`src/rtl/assert_macros.svh`:
```
// assertion helper macros
`ifndef ASSERT_MACROS_SVH
`define ASSERT_MACROS_SVH
// concurrent assertion with reset disable
`define ASSERT_CLK(lbl, clk, rst_n, prop, msg) \
  lbl: assert property (@(posedge clk) disable iff (!rst_n) (prop)) else $error(msg);
// condition that must never be true out of reset
`define ASSERT_NEVER(lbl, clk, rst_n, cond, msg) \
  lbl: assert property (@(posedge clk) disable iff (!rst_n) !(cond)) else $error(msg);
`endif

```
`src/rtl/gfd_pkg.sv`:
```
// ----------------------------------------------------------------------------
// gfd_pkg
// shared types and constants of the goldschmidt divider
// ----------------------------------------------------------------------------
package gfd_pkg;
  localparam int unsigned ROUNDS = 6;
  localparam int unsigned RND_W = $clog2(ROUNDS + 1);
  localparam int unsigned QDEPTH = 2;

  // classified request passed from front to back
  typedef struct packed {
    logic        sign;
    logic        zdiv;
    logic        zdvd;
    logic [31:0] x;
    logic [31:0] y;
    logic [31:0] d;
    logic [7:0]  e_hi;
    logic [7:0]  e_lo;
  } job_t;

  typedef enum logic [1:0] {
    ST_IDLE,
    ST_MX,
    ST_MY,
    ST_DONE
  } bk_state_t;
endpackage

```
`src/rtl/goldschmidt_float_divider.sv`:
```
// ----------------------------------------------------------------------------
// goldschmidt_float_divider
// single-precision division by goldschmidt iteration
// ----------------------------------------------------------------------------
// Usage: drive in_dividend and in_divisor and raise start; the request is
// taken at a rising edge where start is high and busy is low. The front
// stage classifies the operands and places the mantissas; a two-entry queue
// hands classified requests to the back part, which runs the rounds on a
// single shared 32x32 multiplier, one multiply per cycle, two per round.
// out_valid rises once the request has passed the front register, the
// queue, the load of the back part from the queue, the multiplies of all
// ROUNDS rounds and the packing of the result into the output register.
// busy stays high from acceptance through the cycle in which out_valid is
// high, so a new request is taken only after busy has dropped once the
// result is out. out_valid is high for one cycle with the result on
// out_quotient; the receiver cannot stall the block. Reset empties the
// queue and returns the back part to idle; a request in flight at reset
// is dropped and produces no result.
// ----------------------------------------------------------------------------
`include "assert_macros.svh"
module goldschmidt_float_divider (
  input  logic        clk,
  input  logic        rst_n,
  input  logic        start,
  output logic        busy,
  input  logic [31:0] in_dividend,
  input  logic [31:0] in_divisor,
  output logic        out_valid,
  output logic [31:0] out_quotient
);
  gfd_pkg::job_t f_job, q_head;
  logic          f_vld, q_ne, q_full, take, bk_busy, acc, pend_r;

  assign acc = start && !busy;
  // front/queue occupied, back working or result pending
  assign busy = f_vld || q_ne || bk_busy || pend_r;

  // result pending in output register
  always_ff @(posedge clk) begin
    if (!rst_n) pend_r <= 1'b0;
    else pend_r <= bk_busy;
  end

  gfd_front u_front (
    .clk, .rst_n, .in_valid(acc), .in_dividend, .in_divisor,
    .job_valid(f_vld), .job(f_job)
  );

  gfd_queue u_queue (
    .clk, .rst_n, .push(f_vld), .push_data(f_job), .pop(take),
    .not_empty(q_ne), .full(q_full), .head(q_head)
  );

  gfd_back u_back (
    .clk, .rst_n, .job_avail(q_ne), .job(q_head), .job_take(take),
    .busy(bk_busy), .out_valid, .out_quotient
  );

  `ASSERT_NEVER(a_no_push_full, clk, rst_n, f_vld && q_full, "queue overflow")
  `ASSERT_CLK(a_accept_idle, clk, rst_n, acc |=> f_vld, "front did not capture")
  `ASSERT_CLK(a_out_single, clk, rst_n, out_valid |=> !out_valid, "double result")
endmodule

```
`src/rtl/gfd_front.sv`:
```
// ----------------------------------------------------------------------------
// gfd_front
// operand classification, mantissa placement and seed choice
// ----------------------------------------------------------------------------
module gfd_front (
  input  logic          clk,
  input  logic          rst_n,
  input  logic          in_valid,
  input  logic [31:0]   in_dividend,
  input  logic [31:0]   in_divisor,
  output logic          job_valid,
  output gfd_pkg::job_t job
);
  gfd_pkg::job_t job_r, job_nxt;
  logic          vld_r;
  logic [22:0]   fa, fb;
  logic [7:0]    diff;

  // classify the request
  always_comb begin
    fa = in_dividend[22:0];
    fb = in_divisor[22:0];
    diff = in_dividend[30:23] - in_divisor[30:23];
    job_nxt.sign = in_dividend[31] ^ in_divisor[31];
    job_nxt.zdiv = (in_divisor[30:0] == 31'd0);
    job_nxt.zdvd = (in_dividend[30:0] == 31'd0);
    job_nxt.x = {1'b1, fa, 8'd0};
    if (fb > fa) begin
      job_nxt.y = {2'b01, fb, 7'd0};
      job_nxt.d = in_divisor[22] ? 32'h5000_0000 : 32'h6000_0000;
      job_nxt.e_hi = diff + 8'd126;
      job_nxt.e_lo = diff + 8'd125;
    end else begin
      job_nxt.y = {1'b1, fb, 8'd0};
      job_nxt.d = in_divisor[22] ? 32'h2800_0000 : 32'h3000_0000;
      job_nxt.e_hi = diff + 8'd127;
      job_nxt.e_lo = diff + 8'd126;
    end
  end

  always_ff @(posedge clk) begin
    if (!rst_n) begin
      vld_r <= 1'b0;
    end else begin
      vld_r <= in_valid;
    end
    if (in_valid) begin
      job_r <= job_nxt;
    end
  end

  assign job_valid = vld_r;
  assign job = job_r;
endmodule

```
`src/rtl/gfd_queue.sv`:
```
// ----------------------------------------------------------------------------
// gfd_queue
// small fifo between the front and back parts
// ----------------------------------------------------------------------------
module gfd_queue (
  input  logic          clk,
  input  logic          rst_n,
  input  logic          push,
  input  gfd_pkg::job_t push_data,
  input  logic          pop,
  output logic          not_empty,
  output logic          full,
  output gfd_pkg::job_t head
);
  localparam int unsigned AW = $clog2(gfd_pkg::QDEPTH);
  gfd_pkg::job_t         mem [gfd_pkg::QDEPTH];
  logic [AW-1:0]         wp_r, rp_r;
  logic [AW:0]           cnt_r;

  // pointers and fill count
  always_ff @(posedge clk) begin
    if (!rst_n) begin
      wp_r  <= '0;
      rp_r  <= '0;
      cnt_r <= '0;
    end else begin
      if (push) wp_r <= wp_r + 1'b1;
      if (pop) rp_r <= rp_r + 1'b1;
      cnt_r <= cnt_r + {{AW{1'b0}}, push} - {{AW{1'b0}}, pop};
    end
  end

  // storage
  always_ff @(posedge clk) begin
    if (push) mem[wp_r] <= push_data;
  end

  assign head = mem[rp_r];
  assign not_empty = (cnt_r != '0);
  assign full = (cnt_r == (AW+1)'(gfd_pkg::QDEPTH));
endmodule

```
`src/rtl/gfd_back.sv`:
```
// ----------------------------------------------------------------------------
// gfd_back
// goldschmidt rounds on one shared 32x32 multiplier and result packing
// ----------------------------------------------------------------------------
module gfd_back (
  input  logic          clk,
  input  logic          rst_n,
  input  logic          job_avail,
  input  gfd_pkg::job_t job,
  output logic          job_take,
  output logic          busy,
  output logic          out_valid,
  output logic [31:0]   out_quotient
);
  gfd_pkg::bk_state_t          st_r, st_nxt;
  gfd_pkg::job_t               j_r;
  logic [31:0]                 x_r, y_r, d_r;
  logic [63:0]                 px_r;
  logic [gfd_pkg::RND_W-1:0]   rnd_r;
  logic [31:0]                 q_r, q_nxt;
  logic                        ov_r;
  logic [31:0]                 mop;
  logic [63:0]                 prod;
  logic [31:0]                 ynew;

  // shared multiplier
  assign mop  = (st_r == gfd_pkg::ST_MX) ? x_r : y_r;
  assign prod = mop * d_r;
  assign ynew = prod[62:31];

  // next state
  always_comb begin
    st_nxt = st_r;
    case (st_r)
      gfd_pkg::ST_IDLE: if (job_avail) st_nxt = gfd_pkg::ST_MX;
      gfd_pkg::ST_MX:   st_nxt = gfd_pkg::ST_MY;
      gfd_pkg::ST_MY: begin
        if (rnd_r == gfd_pkg::RND_W'(gfd_pkg::ROUNDS - 1)) st_nxt = gfd_pkg::ST_DONE;
        else st_nxt = gfd_pkg::ST_MX;
      end
      gfd_pkg::ST_DONE: st_nxt = gfd_pkg::ST_IDLE;
      default:          st_nxt = gfd_pkg::ST_IDLE;
    endcase
  end

  // outputs
  always_comb begin
    job_take = (st_r == gfd_pkg::ST_IDLE) && job_avail;
    busy = (st_r != gfd_pkg::ST_IDLE);
  end

  // result packing
  always_comb begin
    if (j_r.zdiv) begin
      q_nxt = {j_r.sign, 8'hFF, 23'd0};
    end else if (j_r.zdvd) begin
      q_nxt = {j_r.sign, 31'd0};
    end else if (px_r[62]) begin
      q_nxt = {j_r.sign, j_r.e_hi, px_r[61:39]};
    end else begin
      q_nxt = {j_r.sign, j_r.e_lo, px_r[60:38]};
    end
  end

  always_ff @(posedge clk) begin
    if (!rst_n) begin
      st_r <= gfd_pkg::ST_IDLE;
      ov_r <= 1'b0;
      rnd_r <= '0;
    end else begin
      st_r <= st_nxt;
      ov_r <= (st_r == gfd_pkg::ST_DONE);
      if (job_take) rnd_r <= '0;
      else if (st_r == gfd_pkg::ST_MY) rnd_r <= rnd_r + 1'b1;
    end
    if (job_take) begin
      j_r <= job;
      x_r <= job.x;
      y_r <= job.y;
      d_r <= job.d;
    end else if (st_r == gfd_pkg::ST_MX) begin
      px_r <= prod;
      x_r  <= prod[62:31];
    end else if (st_r == gfd_pkg::ST_MY) begin
      y_r <= ynew;
      d_r <= ~ynew + 32'd1;
    end
    if (st_r == gfd_pkg::ST_DONE) q_r <= q_nxt;
  end

  assign out_valid = ov_r;
  assign out_quotient = q_r;
endmodule
```
`config.mk`:
```
export PLATFORM = sky130hd
export DESIGN_NAME = goldschmidt_float_divider
export DESIGN_NICKNAME = d
export VERILOG_FILES = /design/src/rtl/gfd_pkg.sv /design/src/rtl/goldschmidt_float_divider.sv /design/src/rtl/gfd_front.sv /design/src/rtl/gfd_queue.sv /design/src/rtl/gfd_back.sv
export VERILOG_INCLUDE_DIRS = /design/src /design/src/rtl
export SDC_FILE = /design/constraint.sdc
export NUM_CORES = 2
export LEC_CHECK = 0
export ABC_AREA = 1
export BUFFER_PORTS_ARGS = -buffer_cell sky130_fd_sc_hd__buf_2
export CORE_AREA = 2 2 320 322
export CTS_BUF_LIST = sky130_fd_sc_hd__clkbuf_4 sky130_fd_sc_hd__clkbuf_8
export DETAILED_ROUTE_END_ITERATION = 6
export DIE_AREA = 0 0 322 324
export HOLD_SLACK_MARGIN = 0.03
export PLACE_DENSITY = 0.68
export SETUP_SLACK_MARGIN = 0.1
export SLEW_MARGIN = 20
export SYNTH_ARGS = -nofsm -noshare
export SYNTH_HDL_FRONTEND = slang
export SYNTH_SLANG_ARGS = --single-unit
```
`constraint.sdc`:
```
create_clock -name clk -period 8.84 [get_ports clk]
set_input_delay 1.768 -clock clk [delete_from_list [all_inputs] [get_ports clk]]
set_output_delay 1.768 -clock clk [all_outputs]
set_load 0.01 [all_outputs]
```
==> results.yml <==
run_status:
  status: "complete, no violations"
grt:
  grt_pass1_wl_um: 250600
  grt_pass1_vias: 42013
  grt_start_max_net_pins: 78
  antenna_found_initial: 3
  overflow: 0
  grtUsageTotal_pct: 32.52
clock_tree:
  cts_made_buffers: 67
  cts.sinks: 397
  cts_buffer_depth: 3
  cts_tree: "yes"
  htreeDepth: 3
  clockRootBuffer: "clkbuf_8"
  cts_hold_buf: 0
  clk_latency_ps: 630
  clk_pin_slew_ps: 60
cells_and_area:
  regArea_sq_um: 11800
  multi_input_area_sq_um: 33770
  layout-drive-gt1-share_pct: 16.99
  nets: 7410
  fillCellCount: 8909
  area_growth_pct: 16.66
setup_path:
  endpoint_kind: "flop"
  path_max_fanout: 8
  crit_type: "reg2reg"
  critPathRequiredTime_ps: 9230
  critPathMostFrequentCell: "fa_1"
  cp.arrival_ps: 8920
  critPathMaxStageDelay_ps: 630
  critPathLaunchType: "flop"
  critPathSlowestCell: "fa_1"
  r2r-start: "u_back.st_r[1]"
  startpoint: "u_back.st_r[1]"
route:
  wl_um: 166800
  firstDrtPassIters: 6
  drc: 0
  vias_per_cell: 5.394
  vias: 40525
  wl_per_cell_um: 22.20
  ant_nets: 0
  drt_iter0_drc: 3959
sta:
  fin_crit_sh_pct: 96.44
  min_period_ps: 8526
  rsz0062_at_grt: "yes"
  finalHoldViolCount: 0
  slew_viol_final: 0
  finalSetupViolations: 0
  holdWs_ps: 417.4
  fin_skew_ps: 23.68
  max_freq_mhz: 117.3
  worst_pin_slew_ps: 1005
  relSlewSlack_pct: 33.03
flow_run:
  drv_cap: 0
synth:
  ys.flop_type: "edfxtp_1"
  yosysUniqueCellTypes: 49
  synth_area_leaders: "fa_1 36%, edfxtp_1 23%, nand2_1 8.9%"
  synth_area_per_cell_sq_um: 8.851
  yosysTopAreaCell: "fa_1"
  synthArstFlopShare_pct: 0
  synth_enable_flop_cells: 384
  yosysSeqAreaShare_pct: 23.56
  synth-seq-cells: 397
  synth_area_sq_um: 50040
  ys_warn_count: 0
  synth_common_cells: "1191 x nand2_1, 1185 x inv_1, 895 x fa_1"
  post-synth-top-count-cell: "nand2_1"
  synth_fp_nets: 6910
  synth_top_area_share_pct: 35.80
  netlist_instances: 5654
die:
  rows: 117
  die_h_um: 324
  dieArea_sq_um: 104300
  core_sq_um: 101000
  die_x_um: 322
  ios: 101
  initial_core_util_pct: 49.54
hold_path:
  hold_start: "u_back.j_r[114]"
  worst_hold_path_type: "reg2reg"
place:
  portBuffers: 100
  place_congestion: 1.059
  dp_hpwl_um: 137000
-- worst max-delay path, delay by kind of cell, from the launching register on --
| kind | cells | cell delay [ps] |
|---|---|---|
| buffers and inverters | 9 | 850 |
| AO/OA/AOI/OAI | 4 | 640 |
| AND/OR/NAND/NOR | 16 | 1780 |
| flip-flops | 1 | 330 |
| adder cells (fa/ha/maj) | 10 | 4650 |
-- routing by layer --
metal  wire, um  GRT usage [%]  vias to the layer above
li1           -              -                    17920
met1      61750          40.93                    20099
met2      77520          53.77                     1989
met3      15570          5.313                      515
met4      11930          18.02                        2
met5         13              0                        -
-- layout by cell type (no fill, tap or decap), drive strengths merged, types with 19 or more instances in the layout --
| cell | Yosys | layout |
|---|---|---|
| a21oi | 138 | 138 |
| buf | 11 | 646 |
| clkbuf | 207 | 91 |
| clkinv | 21 | 42 |
| edfxtp | 384 | 384 |
| fa | 895 | 895 |
| ha | 294 | 294 |
| inv | 1204 | 1206 |
| nand2 | 1213 | 1213 |
| nand3 | 105 | 105 |
| nand4 | 24 | 24 |
| nor2 | 827 | 828 |
| nor3 | 27 | 27 |
| o21ai | 140 | 140 |
| or2 | 34 | 34 |
| xor2 | 19 | 19 |
-- area by class of cell --
class / count / share of cell area, %
Clock inverter: 29 / 0.2658
Clock buffer: 89 / 1.862
Sequential cell: 397 / 20.20
Tap cell: 1309 / 2.805
Antenna cell: 1 / 0.004286
Timing Repair Buffer: 648 / 9.087
Inverter: 1225 / 7.925
Multi-Input combinational cell: 3815 / 57.85
-- cells by family after synthesis --
kind of cell             share of synthesized area [%]
buffers and inverters                            10.85
AO/OA/AOI/OAI                                    3.498
adder cells (fa/ha/maj)                          43.16
XOR/XNOR                                        0.5251
AND/OR/NAND/NOR                                  18.17
flip-flops                                       23.56
multiplexers                                    0.2400
-- worst paths after layout --
kind / endpoint / slack (ps) / cells after the start
setup / recovery: u_back.d_r[16] / 310 / 39
hold / removal: u_back.out_quotient[31] / 420 / 0
setup reg to reg: u_back.d_r[16] / 310 / 39
hold reg to reg: u_back.out_quotient[31] / 420 / 0
-- state kept, by name (all words and copies together), names as in the netlist, 2 cells and up, named ones only --
name                 cells
u_back.rnd_r             3
u_back.st_r              2
u_front.job             71
u_back.y_r              32
u_back.d_r              31
u_back.out_quotient     32
u_back.j_r              19
u_back.x_r              32
u_queue.mem            142
u_queue.cnt_r            2
u_back.px_r             25
-- through the flow --
| step | setup slack (ps) | TNS (ps) | cells | instance area, sq um | utilization [%] |
|---|---|---|---|---|---|
| detailed placement | -247.1 | -2742 | 7345 | 55690 | 55.14 |
| finish | 314.3 | 0 | 7513 | 58380 | 57.80 |
| floorplan | 225.7 | 0 | 5654 | 50040 | - |
| CTS | 105.5 | 0 | 7467 | 57080 | 56.51 |
| global route | 34.79 | 0 | 7512 | 58380 | 57.80 |
| global placement | -197.0 | -1124 | 7345 | 55690 | 55.14 |
-- timing repair --
action,CTS,global route
buffers inserted,4,42
setup endpoints to repair,37,67
gates resized for setup,22,231
cloned,0,3
pin swaps,3,69
Power is left out: the tool's default activity adds up to more than one toggle a clock period on the data nets, which glitch-free logic cannot reach.
